--- src/hw/rtl/itd_pkg.sv ---
package itd_pkg;

	localparam int VALUE_BITS_DEF = 32;
	localparam int RADIX_W = 6;
	localparam int CHAR_W = 7;

	localparam logic [RADIX_W-1:0] RADIX_RESET = 6'd10;
	localparam logic [RADIX_W-1:0] RADIX_MIN = 6'd2;
	localparam logic [RADIX_W-1:0] RADIX_MAX = 6'd36;

	localparam logic [CHAR_W-1:0] CH_ZERO = 7'h30;
	localparam logic [CHAR_W-1:0] CH_LOWER_A = 7'h61;
	localparam logic [CHAR_W-1:0] CH_UPPER_A = 7'h41;
	localparam logic [CHAR_W-1:0] CH_MINUS = 7'h2D;
	localparam logic [CHAR_W-1:0] CH_X = 7'h78;

	typedef struct packed {
		logic start;
		logic [RADIX_W-1:0] base;
	} div_req_t;

	typedef struct packed {
		logic done;
		logic [RADIX_W-1:0] rem;
	} div_rsp_t;

	function automatic logic [CHAR_W-1:0] digit_char(input logic [RADIX_W-1:0] d);
		logic [CHAR_W-1:0] c;
		if (d > 6'd9) begin
			c = CH_LOWER_A + CHAR_W'(d) - 7'd10;
		end else begin
			c = CH_ZERO + CHAR_W'(d);
		end
		return c;
	endfunction

	function automatic logic [CHAR_W-1:0] hex_char(input logic [3:0] n);
		logic [CHAR_W-1:0] c;
		if (n > 4'd9) begin
			c = CH_UPPER_A + CHAR_W'(n) - 7'd10;
		end else begin
			c = CH_ZERO + CHAR_W'(n);
		end
		return c;
	endfunction

endpackage

--- src/hw/rtl/itd_div.sv ---
module itd_div #(
	parameter int VALUE_BITS = itd_pkg::VALUE_BITS_DEF
) (
	input  logic                   clk,
	input  logic                   arst_n,
	input  itd_pkg::div_req_t      req,
	input  logic [VALUE_BITS-1:0]  dividend,
	output itd_pkg::div_rsp_t      rsp,
	output logic [VALUE_BITS-1:0]  quotient
);
	import itd_pkg::*;

	localparam int CW = $clog2(VALUE_BITS + 1);

	logic               busy_q;
	logic               done_q;
	logic [CW-1:0]      cnt_q;
	logic [VALUE_BITS-1:0] quo_q;
	logic [RADIX_W-1:0] rem_q;
	logic [RADIX_W-1:0] base_q;

	logic [RADIX_W:0]   trial;
	logic [RADIX_W:0]   diff;
	logic               ge;

	// one restoring step: shift in next dividend bit, subtract base if it fits
	assign trial = {rem_q, quo_q[VALUE_BITS-1]};
	assign ge = trial >= {1'b0, base_q};
	assign diff = trial - {1'b0, base_q};

	always_ff @(posedge clk or negedge arst_n) begin
		if (!arst_n) begin
			busy_q <= 1'b0;
			done_q <= 1'b0;
			cnt_q <= '0;
		end else if (req.start) begin
			busy_q <= 1'b1;
			done_q <= 1'b0;
			cnt_q <= CW'(VALUE_BITS);
		end else if (busy_q) begin
			cnt_q <= cnt_q - CW'(1);
			if (cnt_q == CW'(1)) begin
				busy_q <= 1'b0;
				done_q <= 1'b1;
			end
		end else begin
			done_q <= 1'b0;
		end
	end

	always_ff @(posedge clk) begin
		if (req.start) begin
			quo_q <= dividend;
			rem_q <= '0;
			base_q <= req.base;
		end else if (busy_q) begin
			quo_q <= {quo_q[VALUE_BITS-2:0], ge};
			rem_q <= ge ? diff[RADIX_W-1:0] : trial[RADIX_W-1:0];
		end
	end

	assign rsp.done = done_q;
	assign rsp.rem = rem_q;
	assign quotient = quo_q;

endmodule

--- src/hw/rtl/integer_to_text.sv ---
// integer_to_text: renders one value as an ascii character stream.
// channels: cfg (cfg_valid/cfg_ready/cfg_data) writes the radix, always ready;
// in (in_valid/in_ready, func, value) takes one request; out (out_valid/out_ready,
// character, last) gives one character per beat, most significant first, last
// set on the final one.
// in_ready is high only while the block is idle; one request is in flight.
// radix mode: one shared restoring divider makes one quotient bit per cycle and
// one digit per division; after the digits comes a sign step, and each character
// is a digit buffer read followed by an output load.
// hex mode: 0x plus (VALUE_BITS+3)/4 digits, one character per cycle unless stalled.
// the output register parts the two sides: a stalled receiver holds character
// and last steady and holds the sequencer at its next character load; a new request may be taken while
// the final character still waits.
// reset: radix returns to 10, the sequencer to idle, out_valid drops; the digit
// buffer needs no clearing.
module integer_to_text #(
	parameter int VALUE_BITS = itd_pkg::VALUE_BITS_DEF
) (
	input  logic                        clk,
	input  logic                        arst_n,
	input  logic                        cfg_valid,
	output logic                        cfg_ready,
	input  logic [itd_pkg::RADIX_W-1:0] cfg_data,
	input  logic                        in_valid,
	output logic                        in_ready,
	input  logic                        func,
	input  logic [VALUE_BITS-1:0]       value,
	output logic                        out_valid,
	input  logic                        out_ready,
	output logic [itd_pkg::CHAR_W-1:0]  character,
	output logic                        last
);
	import itd_pkg::*;

	localparam int DEPTH = VALUE_BITS + 1;
	localparam int AW = $clog2(DEPTH);
	localparam int CNT_W = $clog2(DEPTH + 1);
	localparam int HEX_DIGITS = (VALUE_BITS + 3) / 4;
	localparam int HEX_W = HEX_DIGITS * 4;
	localparam int POS_W = $clog2(HEX_DIGITS + 2);

	typedef enum logic [5:0] {
		S_IDLE = 6'b000001,
		S_DIV  = 6'b000010,
		S_SIGN = 6'b000100,
		S_RD   = 6'b001000,
		S_EMIT = 6'b010000,
		S_HEX  = 6'b100000
	} state_t;

	state_t               state_q;
	logic [RADIX_W-1:0]   radix_q;
	logic                 neg_q;
	logic [CNT_W-1:0]     cnt_q;
	logic [HEX_W-1:0]     hex_sr_q;
	logic [POS_W-1:0]     pos_q;
	logic [RADIX_W-1:0]   rd_q;
	logic                 out_valid_q;
	logic [CHAR_W-1:0]    character_q;
	logic                 last_q;

	logic [RADIX_W-1:0]   dig_mem [DEPTH];

	logic                 in_acc;
	logic                 out_free;
	logic                 out_load;
	logic [RADIX_W-1:0]   base_eff;
	logic [VALUE_BITS-1:0] mag;
	logic [VALUE_BITS-1:0] quotient;
	logic [VALUE_BITS-1:0] dividend;
	logic [CNT_W-1:0]     cnt_dec;
	logic                 quo_zero;
	logic                 dig_we;
	logic                 dig_re;
	div_req_t             div_req;
	div_rsp_t             div_rsp;

	assign in_ready = (state_q == S_IDLE);
	assign cfg_ready = 1'b1;
	assign in_acc = in_valid && in_ready;
	assign out_free = !out_valid_q || out_ready;
	assign cnt_dec = cnt_q - CNT_W'(1);
	assign quo_zero = (quotient == '0);

	always_comb begin
		if (radix_q < RADIX_MIN) begin
			base_eff = RADIX_MIN;
		end else if (radix_q > RADIX_MAX) begin
			base_eff = RADIX_MAX;
		end else begin
			base_eff = radix_q;
		end
	end

	always_comb begin
		case (state_q)
			S_SIGN: out_load = neg_q && out_free;
			S_EMIT: out_load = out_free;
			S_HEX: out_load = out_free;
			default: out_load = 1'b0;
		endcase
	end

	assign mag = value[VALUE_BITS-1] ? (~value + VALUE_BITS'(1)) : value;
	assign dividend = (state_q == S_IDLE) ? mag : quotient;

	assign div_req.start = (in_acc && !func) ||
		(state_q == S_DIV && div_rsp.done && !quo_zero);
	assign div_req.base = base_eff;

	assign dig_we = (state_q == S_DIV) && div_rsp.done;
	assign dig_re = (state_q == S_RD);

	itd_div #(
		.VALUE_BITS(VALUE_BITS)
	) u_div (
		.clk      (clk),
		.arst_n   (arst_n),
		.req      (div_req),
		.dividend (dividend),
		.rsp      (div_rsp),
		.quotient (quotient)
	);

	// digit buffer, least significant digit first
	always_ff @(posedge clk) begin
		if (dig_we) begin
			dig_mem[cnt_q[AW-1:0]] <= div_rsp.rem;
		end
		if (dig_re) begin
			rd_q <= dig_mem[cnt_dec[AW-1:0]];
		end
	end

	always_ff @(posedge clk or negedge arst_n) begin
		if (!arst_n) begin
			radix_q <= RADIX_RESET;
		end else if (cfg_valid && cfg_ready) begin
			radix_q <= cfg_data;
		end
	end

	always_ff @(posedge clk or negedge arst_n) begin
		if (!arst_n) begin
			state_q <= S_IDLE;
			out_valid_q <= 1'b0;
			cnt_q <= '0;
			pos_q <= '0;
			neg_q <= 1'b0;
		end else begin
			out_valid_q <= out_load || (out_valid_q && !out_ready);
			case (state_q)
				S_IDLE: begin
					if (in_acc) begin
						cnt_q <= '0;
						pos_q <= '0;
						neg_q <= value[VALUE_BITS-1];
						state_q <= func ? S_HEX : S_DIV;
					end
				end
				S_DIV: begin
					if (div_rsp.done) begin
						cnt_q <= cnt_q + CNT_W'(1);
						if (quo_zero) begin
							state_q <= S_SIGN;
						end
					end
				end
				S_SIGN: begin
					if (!neg_q || out_free) begin
						state_q <= S_RD;
					end
				end
				S_RD: begin
					cnt_q <= cnt_dec;
					state_q <= S_EMIT;
				end
				S_EMIT: begin
					if (out_free) begin
						state_q <= (cnt_q == '0) ? S_IDLE : S_RD;
					end
				end
				S_HEX: begin
					if (out_free) begin
						pos_q <= pos_q + POS_W'(1);
						if (pos_q == POS_W'(HEX_DIGITS + 1)) begin
							state_q <= S_IDLE;
						end
					end
				end
				default: begin
					state_q <= S_IDLE;
				end
			endcase
		end
	end

	// output payload and hex shifter
	always_ff @(posedge clk) begin
		if (in_acc) begin
			hex_sr_q <= HEX_W'(value);
		end
		case (state_q)
			S_SIGN: begin
				if (neg_q && out_free) begin
					character_q <= CH_MINUS;
					last_q <= 1'b0;
				end
			end
			S_EMIT: begin
				if (out_free) begin
					character_q <= digit_char(rd_q);
					last_q <= (cnt_q == '0);
				end
			end
			S_HEX: begin
				if (out_free) begin
					last_q <= (pos_q == POS_W'(HEX_DIGITS + 1));
					if (pos_q == '0) begin
						character_q <= CH_ZERO;
					end else if (pos_q == POS_W'(1)) begin
						character_q <= CH_X;
					end else begin
						character_q <= hex_char(hex_sr_q[HEX_W-1 -: 4]);
						hex_sr_q <= {hex_sr_q[HEX_W-5:0], 4'h0};
					end
				end
			end
			default: begin
			end
		endcase
	end

	assign out_valid = out_valid_q;
	assign character = character_q;
	assign last = last_q;

endmodule

--- config.mk ---
export PLATFORM = sky130hd
export DESIGN_NAME = integer_to_text
export DESIGN_NICKNAME = d
export VERILOG_FILES = /design/src/hw/rtl/itd_pkg.sv /design/src/hw/rtl/itd_div.sv /design/src/hw/rtl/integer_to_text.sv
export SDC_FILE = /design/constraint.sdc
export NUM_CORES = 1
export LEC_CHECK = 0
export ABC_CLOCK_PERIOD_IN_PS = 5800
export BUFFER_PORTS_ARGS = -buffer_cell sky130_fd_sc_hd__buf_4
export CAP_MARGIN = 30
export CORE_MARGIN = 1
export CORE_UTILIZATION = 60
export CTS_BUF_LIST = sky130_fd_sc_hd__clkbuf_4 sky130_fd_sc_hd__clkbuf_8
export DETAILED_ROUTE_END_ITERATION = 16
export GPL_ROUTABILITY_DRIVEN = 0
export GPL_TIMING_DRIVEN = 0
export PLACE_DENSITY = 0.83
export SLEW_MARGIN = 20
export SYNTH_ARGS = -nofsm -noshare
export SYNTH_HDL_FRONTEND = slang
export SYNTH_SLANG_ARGS = --single-unit
export TNS_END_PERCENT = 100
--- constraint.sdc ---
create_clock -name clk -period 5.8 [get_ports clk]
set_clock_uncertainty 0.15 [all_clocks]
set_input_delay 1.45 -clock clk [delete_from_list [all_inputs] [get_ports clk]]
set_output_delay 1.45 -clock clk [all_outputs]
set_load 0.1 [all_outputs]
==> impl_results.html <==
<table>
<tr><th>Metric</th><th>Value</th></tr>
<tr><th colspan="2">Timing</th></tr>
<tr><td>RSZ-0062 raised after global routing</td><td>false</td></tr>
<tr><td>Slew of the pin with the lowest slew margin</td><td>about 0.78 ns</td></tr>
<tr><td>Max Clk Rate</td><td>235 MHz</td></tr>
<tr><td>Minimum clock period after layout</td><td>~4.3 ns</td></tr>
<tr><td>Final slew viol count</td><td>0</td></tr>
<tr><td>Setup total negative slack</td><td>0 ns</td></tr>
<tr><td>Slew Limit Headroom</td><td>47.8%</td></tr>
<tr><td>Fraction of the cycle the final worst path needs</td><td>between 70% and 80%</td></tr>
<tr><td>Number of setup violations in the final report</td><td>0</td></tr>
<tr><td>Count of final hold-check violations</td><td>0</td></tr>
<tr><th colspan="2">Power</th></tr>
<tr><td>Switching power share of the total</td><td>a little over a third</td></tr>
<tr><td>Power density over the cells</td><td>just over 500 mW/mm²</td></tr>
<tr><td>Switching power summed over all nets</td><td>around 3 mW</td></tr>
<tr><td>Clock power share</td><td>a little under a quarter</td></tr>
<tr><td>Combinational group share of total power</td><td>between 30% and 40%</td></tr>
<tr><td>Maximum ir drop on the vdd rail</td><td>around 0.35 mV</td></tr>
<tr><td>Static leakage</td><td>6.00 nW</td></tr>
<tr><td>Pint</td><td>about 5.4 mW</td></tr>
<tr><td>Sequential share of power</td><td>between 40% and 50%</td></tr>
<tr><td>Total power</td><td>between 8 and 9 mW</td></tr>
<tr><th colspan="2">Global route</th></tr>
<tr><td>Via count of the first global-routing pass</td><td>just over 9000</td></tr>
<tr><td>GRT Resource Usage Total</td><td>25.7%</td></tr>
<tr><td>Total global routing overflow</td><td>0</td></tr>
<tr><td>Wire length of the first global-routing pass</td><td>47900 µm</td></tr>
<tr><td>Initial antenna violation count</td><td>0</td></tr>
<tr><td>Pin count of the biggest net entering global routing</td><td>38</td></tr>
<tr><th colspan="2">Layout</th></tr>
<tr><td>Fill cells</td><td>approximately 1600</td></tr>
<tr><td>Final #Nets</td><td>roughly 1200</td></tr>
<tr><td>Multi-input logic area</td><td>0.00498 mm²</td></tr>
<tr><td>Non-filler instance count after layout</td><td>1515</td></tr>
<tr><td>Diodes inserted</td><td>0</td></tr>
<tr><td>Area added between synthesis and finish</td><td>12.9%</td></tr>
<tr><td>Share of cells above drive strength 1</td><td>about a fifth</td></tr>
<tr><td>Register area</td><td>around 0.009 mm²</td></tr>
<tr><th colspan="2">Critical path</th></tr>
<tr><td>Worst path max stage delay</td><td>0.51 ns</td></tr>
<tr><td>Master of the slowest instance on the critical path</td><td>buf_1</td></tr>
<tr><td>Launch point of the critical path</td><td>cnt_q[0]$_DFFE_PN0P_</td></tr>
<tr><td>Worst-path maximum fanout</td><td>10</td></tr>
<tr><td>CP cell instances</td><td>buf_2 -&gt; buf_4 -&gt; buf_4 -&gt; inv_1 -&gt; ha_1 -&gt; buf_2 -&gt; buf_1 -&gt; mux4_2 -&gt; mux2_2 -&gt; o211ai_1 -&gt; a31oi_1</td></tr>
<tr><td>Arrival @ worst endpoint</td><td>4.42 ns</td></tr>
<tr><td>Crit path required time</td><td>approximately 6 ns</td></tr>
<tr><td>Crit. End Element</td><td>flip-flop</td></tr>
<tr><td>Reg-to-reg critical path startpoint</td><td>cnt_q[0]$_DFFE_PN0P_</td></tr>
<tr><td>Worst Path Class, Setup</td><td>reg2reg</td></tr>
<tr><td>Startpoint Class</td><td>flip-flop</td></tr>
<tr><th colspan="2">Clock network</th></tr>
<tr><td>Clk_lat worst skew</td><td>roughly 0.60 ns</td></tr>
<tr><td>H-Tree Depth</td><td>2</td></tr>
<tr><td>Sinks on the clock net</td><td>320</td></tr>
<tr><td>Postcts setup bufs</td><td>0</td></tr>
<tr><td>Clock tree from TritonCTS</td><td>done</td></tr>
<tr><td>CTS root buf</td><td>clkbuf_8</td></tr>
<tr><td>Maximum buffer depth of the clock tree</td><td>3</td></tr>
<tr><td>Clock transition at the register clock pins on the worst setup and hold paths after CTS</td><td>about 0.06 ns</td></tr>
<tr><td>Post-CTS Hold Buffers</td><td>0</td></tr>
<tr><td>Num CTS Buffers</td><td>50</td></tr>
<tr><td>Number of gates resized after cts</td><td>0</td></tr>
<tr><th colspan="2">Yosys</th></tr>
<tr><td>Synth Instances</td><td>between 1000 and 1500</td></tr>
<tr><td>Sequential element share of the synthesized area</td><td>between 60% and 70%</td></tr>
<tr><td>Dominant cell by count in the synthesized netlist</td><td>edfxtp_1</td></tr>
<tr><td>Number of enable-type register cells in the synthesized netlist</td><td>250</td></tr>
<tr><td>Summed instance area of the synthesized netlist</td><td>approximately 0.014 mm²</td></tr>
<tr><td>Synth top area share</td><td>a little over half</td></tr>
<tr><td>Library cell with the largest summed area after synthesis</td><td>edfxtp_1</td></tr>
<tr><td>Number of unique standard cell types used by synthesis</td><td>between 60 and 70</td></tr>
<tr><td>Synth area leaders</td><td>edfxtp_1 (52%), mux4_2 (7.5%), dfxtp_1 (5.3%)</td></tr>
<tr><td>Total of flip-flops plus latches after synthesis</td><td>320</td></tr>
<tr><td>Leading register cell type out of synthesis</td><td>edfxtp_1</td></tr>
<tr><td>Net Count, Synth</td><td>1117</td></tr>
<tr><td>Cell types with the highest counts after synthesis</td><td>edfxtp_1 (250), nor2_1 (131), a21oi_1 (72), mux2i_1 (50), mux4_2 (48)</td></tr>
<tr><td>Syn_area_per_cell</td><td>roughly 14 µm²</td></tr>
<tr><td>Async S/R FF share, synth</td><td>between 10% and 20%</td></tr>
<tr><td>Yosys warnings</td><td>0</td></tr>
<tr><th colspan="2">Hold path</th></tr>
<tr><td>Worst hold path type</td><td>reg2reg</td></tr>
<tr><td>Beginning of the worst hold path</td><td>hex_sr_q[2]$_DFF_P_</td></tr>
<tr><th colspan="2">Floorplanning</th></tr>
<tr><td>Row count</td><td>56</td></tr>
<tr><td>Area of the die</td><td>around 0.025 mm²</td></tr>
<tr><td>Die Ht</td><td>approximately 160 µm</td></tr>
<tr><td>Ports placed on the boundary</td><td>55</td></tr>
<tr><td>Horiz. Die Dim</td><td>157 µm</td></tr>
<tr><td>Core outline area</td><td>roughly 0.024 mm²</td></tr>
<tr><td>Effective utilization at floorplan</td><td>between 60% and 70%</td></tr>
<tr><th colspan="2">Routing</th></tr>
<tr><td>Wire length per cell after detailed routing</td><td>20.2 µm</td></tr>
<tr><td>Via-per-instance ratio</td><td>between 6 and 7</td></tr>
<tr><td>Antenna violation net count after detailed routing</td><td>0</td></tr>
<tr><td>Drt initial violations</td><td>823</td></tr>
<tr><td>Total length of routed wires</td><td>approximately 31000 µm</td></tr>
<tr><td>Iteration count of the initial detailed-routing pass</td><td>8</td></tr>
<tr><td>Routed vias</td><td>~9200</td></tr>
<tr><td>Number of remaining DRC errors</td><td>0</td></tr>
<tr><th colspan="2">Placement</th></tr>
<tr><td>Cell count after placement</td><td>roughly 1400</td></tr>
<tr><td>Half-perimeter wire length after detailed placement</td><td>approximately 21000 µm</td></tr>
<tr><td>Port buffer count</td><td>52</td></tr>
<tr><th colspan="2">Outcome</th></tr>
<tr><td>Status</td><td>complete, no violations</td></tr>
<tr><th colspan="2">Job</th></tr>
<tr><td>Max-cap violation count</td><td>0</td></tr>
</table>
==> power groups by stage <==
stage          Clock (mW)  Combinational [mW]  Sequential (mW)
3_5_place_dp            0                2.70             3.62
6_report             1.95                2.75             3.59
2_1_floorplan           0                1.97             3.53
3_3_place_gp            0                2.58             3.61
5_1_grt              2.06                2.97             3.65
4_1_cts              1.97                2.73             3.58
==> through the flow <==
stage / util (%) / instance area, µm² / hold slack, ns / worst slack, ns
2_1_floorplan: - / 14400 / 0.314 / 2.35
3_3_place_gp: 64.6 / 15200 / 0.328 / 1.65
3_5_place_dp: 64.7 / 15200 / 0.328 / 1.56
4_1_cts: 69.1 / 16300 / 0.339 / 1.55
5_1_grt: 69.1 / 16300 / 0.356 / 1.36
6_report: 69.1 / 16300 / 0.336 / 1.54
==> registers in the layout, summed over array words and instances (netlist names), 4 cells and up <==
name,cells
character,7
cnt_q,6
dig_mem,198
hex_sr_q,32
pos_q,4
radix_q,6
rd_q,6
state_q,6
u_div.base_q,6
u_div.cnt_q,6
u_div.quotient,32
u_div.rem_q,6
==> cell usage in the layout, fill, tap and decap left out, types with 12 or more instances in the layout <==
cell type  instances
xnor2_1           13
a211oi_1          14
ha_1              23
o21ai_0           36
xor2_1            34
buf_2             16
nand2_1           46
clkinv_1          15
a21oi_1           72
inv_1             31
nor4_1            12
mux4_2            48
nor2_1           131
clkbuf_4          14
edfxtp_1         250
dfrtp_1           29
clkbuf_8          52
mux2i_1           50
dfxtp_1           33
clkbuf_1          22
buf_4             61
mux2_2            16
==> metal layers <==
layer,up-vias,share of wire (%),track usage (%)
met4,0,3.2,9.48
met2,390,48,41.3
met3,78,7.1,4.79
met1,4502,41,35.2
li1,4201,-,-
met5,-,0,0
==> cell families after synthesis <==
| group | Yosys count | synth area share (%) |
|---|---|---|
| xor+xnor | 47 | 2.85 |
| buf+inv | 82 | 2.55 |
| mux | 114 | 12.2 |
| fa+ha+maj | 25 | 2.20 |
| compound gates | 189 | 8.11 |
| simple gates | 271 | 9.13 |
| flops | 320 | 62.9 |
| other cells | 1 | 0.0260 |
==> layout make-up <==
class	count	area share, %
Clock inverter	27	1.35
Buffer	51	1.54
Sequential cell	320	55.8
Tap cell	319	2.45
Inverter	31	0.715
Timing Repair Buffer	54	2.52
Multi-Input combinational cell	647	30.6
Clock buffer	66	5.04
==> worst max-delay path: cells and delay by family, from the launching register on <==
family,cells,cell delay (ns)
buffers and inverters,6,1.88
muxes,2,0.73
adders and majority gates,1,0.44
DFF,1,0.36
AOI/OAI and AO/OA,2,0.42
==> path summary, 6_finish.rpt <==
kind / to / slack (ns) / cells after the start
worst max register to register: rd_q[2]$_DFFE_PN_ / 1.54 / 11
worst min register to register: hex_sr_q[6]$_DFF_P_ / 0.34 / 2
worst min-delay path: hex_sr_q[6]$_DFF_P_ / 0.34 / 2
max in group asynchronous: state_q[0]$_DFFE_PN1P_ / 4.47 / 1
worst max-delay path: rd_q[2]$_DFFE_PN_ / 1.54 / 11
min in group asynchronous: u_div.busy_q$_DFF_PN0_ / 0.67 / 1
Power figures use the tool's default switching activity.
